File: config.mk
export PLATFORM = sky130hd
export DESIGN_NAME = degree_ratio_similarity_init_core
export DESIGN_NICKNAME = d
export VERILOG_FILES = /design/src/sv/drsi_pkg.sv /design/src/sv/degree_ratio_similarity_init_core.sv
export SDC_FILE = /design/constraint.sdc
export NUM_CORES = 2
export LEC_CHECK = 0
export BUFFER_PORTS_ARGS = -buffer_cell sky130_fd_sc_hd__buf_2
export CORE_MARGIN = 5
export CORE_UTILIZATION = 60
export DETAILED_ROUTE_END_ITERATION = 6
export PLACE_DENSITY = 0.77
export SLEW_MARGIN = 30
export SYNTH_ARGS = -nofsm -noshare
export SYNTH_HDL_FRONTEND = slang
export SYNTH_SLANG_ARGS = --single-unit
export TNS_END_PERCENT = 1
File: constraint.sdc
create_clock -name clk -period 20.4 [get_ports clk]
set_input_delay 3.06 -clock clk [delete_from_list [all_inputs] [get_ports clk]]
set_output_delay 3.06 -clock clk [all_outputs]
set_load 0.01 [all_outputs]
File: src/sv/drsi_pkg.sv
// Package with the shared widths, constants, types and helpers of the degree-ratio initializer.
`timescale 1ns / 1ps
`default_nettype none

package drsi_pkg;

    // Fixed-point format and graph size limits.
    localparam int FRAC_BITS    = 16;
    localparam int MAX_VERTICES = 1024;

    // Field widths.
    localparam int SIM_W  = FRAC_BITS + 1;
    localparam int CFG_W  = 17;
    localparam int IDX_W  = 10;
    localparam int DEG_W  = 11;
    localparam int CNT_W  = 11;
    localparam int ADDR_W = 20;
    localparam int REG_W  = 2;

    // Divider layout: quotient bits resolved per pipeline stage.
    localparam int DIV_STEP   = 4;
    localparam int DIV_STAGES = (FRAC_BITS + DIV_STEP - 1) / DIV_STEP;

    localparam logic [SIM_W-1:0] ONE = SIM_W'(1) << FRAC_BITS;

    // Register indexes of the configuration port.
    localparam logic [REG_W-1:0] REG_DAMPING    = 2'd0;
    localparam logic [REG_W-1:0] REG_IO_BALANCE = 2'd1;
    localparam logic [REG_W-1:0] REG_VERTEX_CNT = 2'd2;

    // Reset values of the configuration registers.
    localparam logic [CFG_W-1:0] DAMPING_RST    = 17'd52429;
    localparam logic [CFG_W-1:0] IO_BALANCE_RST = 17'd32768;
    localparam logic [CNT_W-1:0] VERTEX_CNT_RST = 11'd1024;

    // State of one restoring division min/max in flight.
    typedef struct packed {
        logic [DEG_W-1:0]     rem;
        logic [DEG_W-1:0]     hi;
        logic [FRAC_BITS-1:0] quo;
        logic                 eq;
    } div_t;

    // Fields that ride along with the division.
    typedef struct packed {
        logic              compute_flag;
        logic [ADDR_W-1:0] addr;
        logic              in_nz;
        logic              out_nz;
    } side_t;

    // Sets up a division of the smaller degree by the larger one.
    function automatic div_t div_load(logic [DEG_W-1:0] a, logic [DEG_W-1:0] b);
        div_t s;
        s.rem = (a < b) ? a : b;
        s.hi  = (a < b) ? b : a;
        s.quo = '0;
        s.eq  = (a == b);
        return s;
    endfunction

    // Resolves up to DIV_STEP quotient bits, starting at step first_step.
    function automatic div_t div_steps(div_t s, int first_step);
        div_t           r;
        logic [DEG_W:0] trial;
        logic           qbit;
        r = s;
        for (int j = 0; j < DIV_STEP; j++)
        begin
            if (first_step + j < FRAC_BITS)
            begin
                trial = {r.rem, 1'b0};
                qbit  = (trial >= {1'b0, r.hi});
                if (qbit)
                begin
                    r.rem = DEG_W'(trial - {1'b0, r.hi});
                end
                else
                begin
                    r.rem = trial[DEG_W-1:0];
                end
                r.quo = {r.quo[FRAC_BITS-2:0], qbit};
            end
        end
        return r;
    endfunction

    // Caps a Q.FRAC_BITS configuration value at one.
    function automatic logic [SIM_W-1:0] sat_one(logic [CFG_W-1:0] v);
        return (32'(v) > 32'(ONE)) ? ONE : SIM_W'(v);
    endfunction

endpackage

`default_nettype wire

File: src/sv/degree_ratio_similarity_init_core.sv
// Top level of the degree-ratio similarity initializer: a pipelined ratio and blend datapath.
//
// Usage: each input beat on the in_* channel carries one vertex pair (row_index,
// col_index) with the in and out degrees of both vertices. For every input beat
// exactly one output beat appears on the out_* channel, in order, carrying the
// initial similarity sim (unsigned Q.16, 65536 is one), compute_flag (set when
// row and column differ) and cell_address = row_index + col_index * N mod 2^20.
// Both channels use valid/ready; a beat moves when valid and ready are high.
// The configuration port (cfg_write_en, cfg_index, cfg_data) writes damping,
// io_balance and vertex_count; write it only while no beat is in flight. Out-of-range
// values are capped at one (or at MAX_VERTICES).
// Throughput is one beat per cycle when the receiver does not stall. A beat passes
// through the load stage, the divider stages, the mix stage and the output stage;
// the two ratio dividers resolve four quotient bits per stage.
// When the receiver stalls, the whole pipeline holds and in_ready drops as soon
// as the output register is full, so no beat is lost or repeated.
// Reset clears all valid bits and returns the configuration registers to their reset values.
`timescale 1ns / 1ps
`default_nettype none

module degree_ratio_similarity_init_core
(
    input  wire logic                          clk,
    input  wire logic                          rst_n,

    input  wire logic                          cfg_write_en,
    input  wire logic [drsi_pkg::REG_W-1:0]    cfg_index,
    input  wire logic [drsi_pkg::CFG_W-1:0]    cfg_data,

    input  wire logic                          in_valid,
    output logic                               in_ready,
    input  wire logic [drsi_pkg::IDX_W-1:0]    row_index,
    input  wire logic [drsi_pkg::IDX_W-1:0]    col_index,
    input  wire logic [drsi_pkg::DEG_W-1:0]    in_deg_row,
    input  wire logic [drsi_pkg::DEG_W-1:0]    in_deg_col,
    input  wire logic [drsi_pkg::DEG_W-1:0]    out_deg_row,
    input  wire logic [drsi_pkg::DEG_W-1:0]    out_deg_col,

    output logic                               out_valid,
    input  wire logic                          out_ready,
    output logic [drsi_pkg::SIM_W-1:0]         sim,
    output logic                               compute_flag,
    output logic [drsi_pkg::ADDR_W-1:0]        cell_address
);

    import drsi_pkg::*;

    // Stage numbering: load stage, divider stages, mix stage, output stage.
    localparam int MIX_STAGE = DIV_STAGES + 1;
    localparam int OUT_STAGE = DIV_STAGES + 2;

    // Configuration registers.
    logic [CFG_W-1:0] damping_reg;
    logic [CFG_W-1:0] io_balance_reg;
    logic [CNT_W-1:0] vertex_count_reg;

    always_ff @(posedge clk or negedge rst_n)
    begin
        if (!rst_n)
        begin
            damping_reg      <= DAMPING_RST;
            io_balance_reg   <= IO_BALANCE_RST;
            vertex_count_reg <= VERTEX_CNT_RST;
        end
        else if (cfg_write_en)
        begin
            case (cfg_index)
                REG_DAMPING:    damping_reg      <= cfg_data;
                REG_IO_BALANCE: io_balance_reg   <= cfg_data;
                REG_VERTEX_CNT: vertex_count_reg <= cfg_data[CNT_W-1:0];
                default:        ;
            endcase
        end
    end

    // Capped operands. The user must change them only while the pipeline is empty; the
    // block does not enforce it, and every stage uses them directly.
    logic [SIM_W-1:0] d_sat;
    logic [SIM_W-1:0] b_sat;
    logic [CNT_W-1:0] n_sat;

    assign d_sat = sat_one(damping_reg);
    assign b_sat = sat_one(io_balance_reg);
    assign n_sat = (32'(vertex_count_reg) > MAX_VERTICES) ? CNT_W'(MAX_VERTICES)
                                                          : vertex_count_reg;

    // The whole pipeline moves together; it holds only when the output register
    // is full and the receiver is not taking it.
    logic               advance;
    logic [OUT_STAGE:0] valid_reg;
    logic [OUT_STAGE:0] valid_next;

    assign advance    = !valid_reg[OUT_STAGE] || out_ready;
    assign in_ready   = advance;
    assign valid_next = {valid_reg[OUT_STAGE-1:0], in_valid};

    always_ff @(posedge clk or negedge rst_n)
    begin
        if (!rst_n)
        begin
            valid_reg <= '0;
        end
        else if (advance)
        begin
            valid_reg <= valid_next;
        end
    end

    // Load stage: order the degrees, form the address and the flags.
    logic [IDX_W+CNT_W-1:0] addr_full;
    side_t                  side_load;

    always_comb
    begin
        addr_full = (IDX_W+CNT_W)'(row_index)
                  + (IDX_W+CNT_W)'(col_index) * (IDX_W+CNT_W)'(n_sat);
        side_load.compute_flag = (row_index != col_index);
        side_load.addr         = addr_full[ADDR_W-1:0];
        side_load.in_nz        = ((in_deg_row | in_deg_col) != '0);
        side_load.out_nz       = ((out_deg_row | out_deg_col) != '0);
    end

    // Divider stages: each resolves DIV_STEP quotient bits of both ratios.
    div_t  divi_reg  [0:DIV_STAGES];
    div_t  divo_reg  [0:DIV_STAGES];
    div_t  divi_next [1:DIV_STAGES];
    div_t  divo_next [1:DIV_STAGES];
    side_t side_reg  [0:MIX_STAGE];

    always_comb
    begin
        for (int k = 1; k <= DIV_STAGES; k++)
        begin
            divi_next[k] = div_steps(divi_reg[k-1], (k - 1) * DIV_STEP);
            divo_next[k] = div_steps(divo_reg[k-1], (k - 1) * DIV_STEP);
        end
    end

    // Mix stage: weigh the two ratios, or pass the one that exists.
    logic [SIM_W-1:0]   ratio_in;
    logic [SIM_W-1:0]   ratio_out;
    logic [SIM_W-1:0]   one_minus_b;
    logic [2*SIM_W-1:0] prod_in;
    logic [2*SIM_W-1:0] prod_out;
    logic [SIM_W:0]     mix_sum;
    logic [SIM_W-1:0]   m_next;
    logic [SIM_W-1:0]   m_reg;

    always_comb
    begin
        ratio_in    = divi_reg[DIV_STAGES].eq ? ONE : SIM_W'(divi_reg[DIV_STAGES].quo);
        ratio_out   = divo_reg[DIV_STAGES].eq ? ONE : SIM_W'(divo_reg[DIV_STAGES].quo);
        one_minus_b = ONE - b_sat;
        prod_in     = (2*SIM_W)'(one_minus_b) * (2*SIM_W)'(ratio_in);
        prod_out    = (2*SIM_W)'(b_sat) * (2*SIM_W)'(ratio_out);
        // Each truncated product is at most one, and so is their sum.
        mix_sum     = (SIM_W+1)'(prod_in[FRAC_BITS +: SIM_W])
                    + (SIM_W+1)'(prod_out[FRAC_BITS +: SIM_W]);
        if (side_reg[DIV_STAGES].in_nz && side_reg[DIV_STAGES].out_nz)
        begin
            m_next = mix_sum[SIM_W-1:0];
        end
        else if (side_reg[DIV_STAGES].in_nz)
        begin
            m_next = ratio_in;
        end
        else
        begin
            m_next = ratio_out;
        end
    end

    // Output stage: damped blend toward one, zero when both degree pairs are empty.
    logic [2*SIM_W-1:0] prod_d;
    logic [SIM_W:0]     blend;
    logic [SIM_W-1:0]   sim_next;

    always_comb
    begin
        prod_d = (2*SIM_W)'(d_sat) * (2*SIM_W)'(m_reg);
        blend  = (SIM_W+1)'(prod_d[FRAC_BITS +: SIM_W]) + (SIM_W+1)'(ONE)
               - (SIM_W+1)'(d_sat);
        if (!side_reg[MIX_STAGE].in_nz && !side_reg[MIX_STAGE].out_nz)
        begin
            sim_next = '0;
        end
        else
        begin
            sim_next = blend[SIM_W-1:0];
        end
    end

    logic [SIM_W-1:0]  sim_reg;
    logic              flag_reg;
    logic [ADDR_W-1:0] addr_reg;

    // Payload registers carry no reset; the valid bits qualify them.
    always_ff @(posedge clk)
    begin
        if (advance)
        begin
            divi_reg[0] <= div_load(in_deg_row, in_deg_col);
            divo_reg[0] <= div_load(out_deg_row, out_deg_col);
            side_reg[0] <= side_load;
            for (int k = 1; k <= DIV_STAGES; k++)
            begin
                divi_reg[k] <= divi_next[k];
                divo_reg[k] <= divo_next[k];
                side_reg[k] <= side_reg[k-1];
            end
            side_reg[MIX_STAGE] <= side_reg[DIV_STAGES];
            m_reg               <= m_next;
            sim_reg             <= sim_next;
            flag_reg            <= side_reg[MIX_STAGE].compute_flag;
            addr_reg            <= side_reg[MIX_STAGE].addr;
        end
    end

    assign out_valid    = valid_reg[OUT_STAGE];
    assign sim          = sim_reg;
    assign compute_flag = flag_reg;
    assign cell_address = addr_reg;

    // The restoring divider keeps its remainder below the divisor.
    assert property (@(posedge clk) disable iff (!rst_n)
        valid_reg[DIV_STAGES] && !divi_reg[DIV_STAGES].eq && divi_reg[DIV_STAGES].hi != '0
        |-> divi_reg[DIV_STAGES].rem < divi_reg[DIV_STAGES].hi)
        else $error("in-degree divider remainder not below divisor");

    // The mixed ratio is never above one.
    assert property (@(posedge clk) disable iff (!rst_n)
        valid_reg[MIX_STAGE] |-> m_reg <= ONE)
        else $error("mixed ratio above one");

    // A delivered similarity is never above one.
    assert property (@(posedge clk) disable iff (!rst_n)
        out_valid |-> sim <= ONE)
        else $error("similarity above one");

    // A beat in the load stage moves into the first divider stage when the pipe advances.
    assert property (@(posedge clk) disable iff (!rst_n)
        valid_reg[0] && advance |=> valid_reg[1])
        else $error("beat dropped between load and divider stage");

endmodule

`default_nettype wire

* After elaboration in Yosys (flattened, before gate mapping)
Memory sizes are Yosys's and may differ from the RTL's.
Index checks and enable logic that the tools add are counted.
** Storage, ports and cells
- Register bits :: 107
- Bits in latches :: 0
- Bits in writable memories :: 528
- Bits in read-only memories :: 0
- Bits of input ports :: 88
- Logic and storage cells :: 153
- Memories :: 3
** Operators by class
- $add $sub $neg :: 37
- $mul :: 4
- Div/mod/pow operators :: 0
- $lt $le $gt $ge :: 37
- Eq/ne operators :: 5
- Shift-type cells :: 0
- Mux-type cells :: 45
- Bitwise logic cells :: 2
- Reduce and logical (&&, ||, !) cells :: 12
** Memories
- divi_reg :: words 5, bits a word 39, read ports 5, clocked after Yosys merged registers in 0, wr ports 5, RTL line degree_ratio_similarity_init_core.sv:124 : div_t divi_reg [0:DIV_STAGES];
- divo_reg :: words 5, bits a word 39, read ports 5, clocked after Yosys merged registers in 0, wr ports 5, RTL line degree_ratio_similarity_init_core.sv:125 : div_t divo_reg [0:DIV_STAGES];
- side_reg :: words 6, bits a word 23, read ports 6, clocked after Yosys merged registers in 0, wr ports 6, RTL line degree_ratio_similarity_init_core.sv:128 : side_t side_reg [0:MIX_STAGE];
** Operators by type and width (number)
- $mux 11 :: 37
- $ge 12x11->1 :: 32
- $sub 11x11->11 :: 32
- $mux 17 :: 6
- $mul 17x17->33 :: 3
- $gt 17x17->1 const B :: 2
- $eq 11x11->1 :: 2
- $lt 11x11->1 :: 2
- $or 11x11->11 :: 2
- $reduce_bool 11->1 :: 2
- $add 10x20->20 :: 1
- $mul 10x11->20 :: 1
- $add 17x17->17 :: 1
- $add 17x17->17 const B :: 1
- $sub 17x17->17 :: 1
- $sub 17x17->17 const A :: 1
- $gt 11x11->1 const B :: 1
- $ne 10x10->1 :: 1
- $reduce_and 2->1 :: 3
- $logic_not 1->1 :: 3
- $eq 2x1->1 const B :: 1
- $eq 2x2->1 const B :: 1
- $logic_and 1x1->1 :: 2
- $logic_not 2->1 :: 1
- other kinds (2) :: 3

* Depth between registers and ports, before layout
An unclocked memory read counts as a cell.
- Depth after elaboration :: 9
- Depth in mapped cells :: 46
- Depth with buffers taken out :: 43

* Least setup slack after synthesis
Ideal clock, no wire load.
- Path type :: input to output
- Start :: in out_ready
- End :: out in_ready
- Arrival :: 15821 ps
- Required time :: 17340 ps
- Path slack :: 1519 ps
- Cell stages on the path :: 2
- Buffers on the path :: 1
- Cell sequence :: nand2b_1 -> clkbuf_1
** Between the ends
- Word-level cells in the longest chain between the ends :: 1
** RTL lines
- from (decl) :: RTL line degree_ratio_similarity_init_core.sv:40 : input wire logic out_ready,
- $logic_or 1x1->1 :: RTL line degree_ratio_similarity_init_core.sv:93 : assign advance = !valid_reg[OUT_STAGE] || out_ready;
- to (decl) :: RTL line degree_ratio_similarity_init_core.sv:31 : output logic in_ready,
Every way passes these cells.

==> metrics.yaml <==
status: "finished clean"
antenna_left: 0
via_per_inst: 5.79
grt.total_usage_pct: 27.1
synthFlopType: "edfxtp_1"
post-cts-setup-buffers: 0
io_buffer_count: 127
cpMaxStageDelayCell: "edfxtp_1"
synthAdderAreaFrac_pct: 36.8
clk_pin_slew_worst_paths_ns: 0.07
synth-compound-area-share_pct: 10.9
slowest_delay_ns: 0.63
cts_tree: "yes"
syn_inst: 7224
crit_buf_inv: 2
die_area_sq_um: 119000
synth_seq_area_share_pct: 22.4
htreeDepth: 2
dr.pass1.iters: 6
numClockSinks: 511
crit_type: "reg2reg"
coreArea_sq_um: 112000
yosys-top-cells-area: "fa_1 (22%), edfxtp_1 (20%), ha_1 (14%)"
clockBufferDepth: 3
synth-edff-count: 459
cts_hold_buf: 0
yosysTopAreaCell: "fa_1"
grt_pass1_wl_mm: 267
synth_fp_nets: 8844
fill_cells: 9054
yosys_warnings: 0
fp-row-count: 123
worstPathArrival_ns: 11.87
synth-xor-area-share_pct: 4.30
synth_top_family_by_area: "adder cells"
first_iter_violations: 3709
dp.final_hpwl_mm: 127
globalplace.congestion: 0.959
end_kind: "register"
clock_skew_ns: 0.0370
slew_viol_final: 0
syn_avg_cell_area_sq_um: 9.32
yosys.area.top_type_share_pct: 22.4
antenna_found_initial: 2
grt-ovfl-total: 0
vias: 50800
drc_errors: 0
die_width_um: 345
post-synth-top-count-cell: "inv_1"
die_h_um: 345
cts_inserted_buffers: 52
slew-limit-headroom_pct: 25.9
clockRootBuffer: "clkbuf_16"
required_ns: 20.77
fin_cells: 8775
setup_tns_ns: 0
ios: 128
synthMuxAreaShare_pct: 3.04
async_flop_share_pct: 10.2
crit_fanout: 20
syn2layout_area_growth_pct: 6.14
largest_reg_flops: 138
cp_common_cell: "a21o_1"
dp_slack_ns: 8.75
wirelength_mm: 162
placedCellCount: 8677
fin_crit_sh_pct: 56.3
grt_max_degree: 168
synthesis.area_sq_um: 67300
clkLatencyLatePin_ns: 0.65
cts_resized: 0
hold_class: "reg2reg"
start_util_pct: 60.1
fmax_mhz: 87.0
wire_per_inst_um: 18.4
rsz0062_at_grt: "no"
grt_pass1_vias: 52700
drive_gt1_share_pct: 7.01
synth_simple_gate_area_share_pct: 14.0
ys_top_cells_by_count: "inv_1 (1,248), nand2_1 (840), ha_1 (780)"
ys_types: 108
ys_seq_elements: 511
crit_path_start_kind: "register"
finalHoldViolCount: 0
min_period_ns: 11.50
worst_slew_pin_slew_ns: 1.11
cpLargestDelayFamily: "compound AO/OA/AOI/OAI gates"
fin_nets: 8851
setup_slack_ns: 8.90
drv_cap: 0
setup_viol: 0
cell families (layout without fill, tap and decap cells):
kind of cell,Yosys count,in the layout
xor+xnor,329,329
fa+ha+maj,1532,1532
mux,189,189
buf+inv,1508,1558
flops,511,511
compound gates,1116,1116
simple gates,2039,2039
other cells,0,1
metrics by stage:
step	area (sq um)	utilization [%]	hold WS (ns)
detailed placement	69500	62.0	0.405
global placement	69500	62.0	0.401
global route	71500	63.8	0.422
CTS	71500	63.8	0.406
floorplan	67300	-	0.400
finish	71500	63.8	0.398
worst paths after layout:
kind / depth (start not counted) / startpoint / to / slack, ns
max: 40 / divo_reg[0][17] / divo_reg[0][69] / 8.90
min: 0 / divi_reg[0][125] / divi_reg[0][168] / 0.40
max reg2reg: 40 / divo_reg[0][17] / divo_reg[0][69] / 8.90
min reg2reg: 0 / divi_reg[0][125] / divi_reg[0][168] / 0.40
max in group asynchronous: 2 / rst_n / io_balance_reg[2] / 17.28
min in group asynchronous: 2 / rst_n / damping_reg[1] / 2.55
cell type report:
type / count / area [sq um] / area share [%]
Timing Repair Buffer: 208 / 1270 / 1.77
Clock buffer: 60 / 1370 / 1.92
Inverter: 1253 / 4700 / 6.58
Tap cell: 1500 / 1880 / 2.63
Sequential cell: 511 / 15100 / 21.1
Multi-Input combinational cell: 5205 / 46600 / 65.2
Antenna cell: 1 / 2.50 / 0.00350
Clock inverter: 37 / 577 / 0.807
cell usage in the layout (no fill, tap or decap), types with 116 or more instances in the layout:
master | netlist | final
a21oi_1 | 285 | 285
and2_1 | 152 | 152
buf_2 | 17 | 127
nand2_1 | 840 | 840
fa_1 | 752 | 752
ha_1 | 780 | 780
xnor2_1 | 219 | 219
o21ai_0 | 253 | 253
edfxtp_1 | 459 | 459
nor2_1 | 471 | 471
a21o_1 | 140 | 140
inv_1 | 1248 | 1248
mux2_2 | 116 | 116
layer usage:
| metal | GRT usage [%] | vias up | share of wire (%) | routed length, um |
|---|---|---|---|---|
| li1 | - | 23700 | - | - |
| met1 | 35.7 | 24900 | 42 | 67100 |
| met3 | 3.29 | 424 | 6.4 | 10400 |
| met4 | 10.4 | 2 | 4.4 | 7180 |
| met2 | 46.1 | 1792 | 48 | 76900 |
| met5 | 0 | - | 0.0080 | 13 |
Power is left out: the tool's default activity adds up to more than one toggle a clock period on the data nets, which glitch-free logic cannot reach.
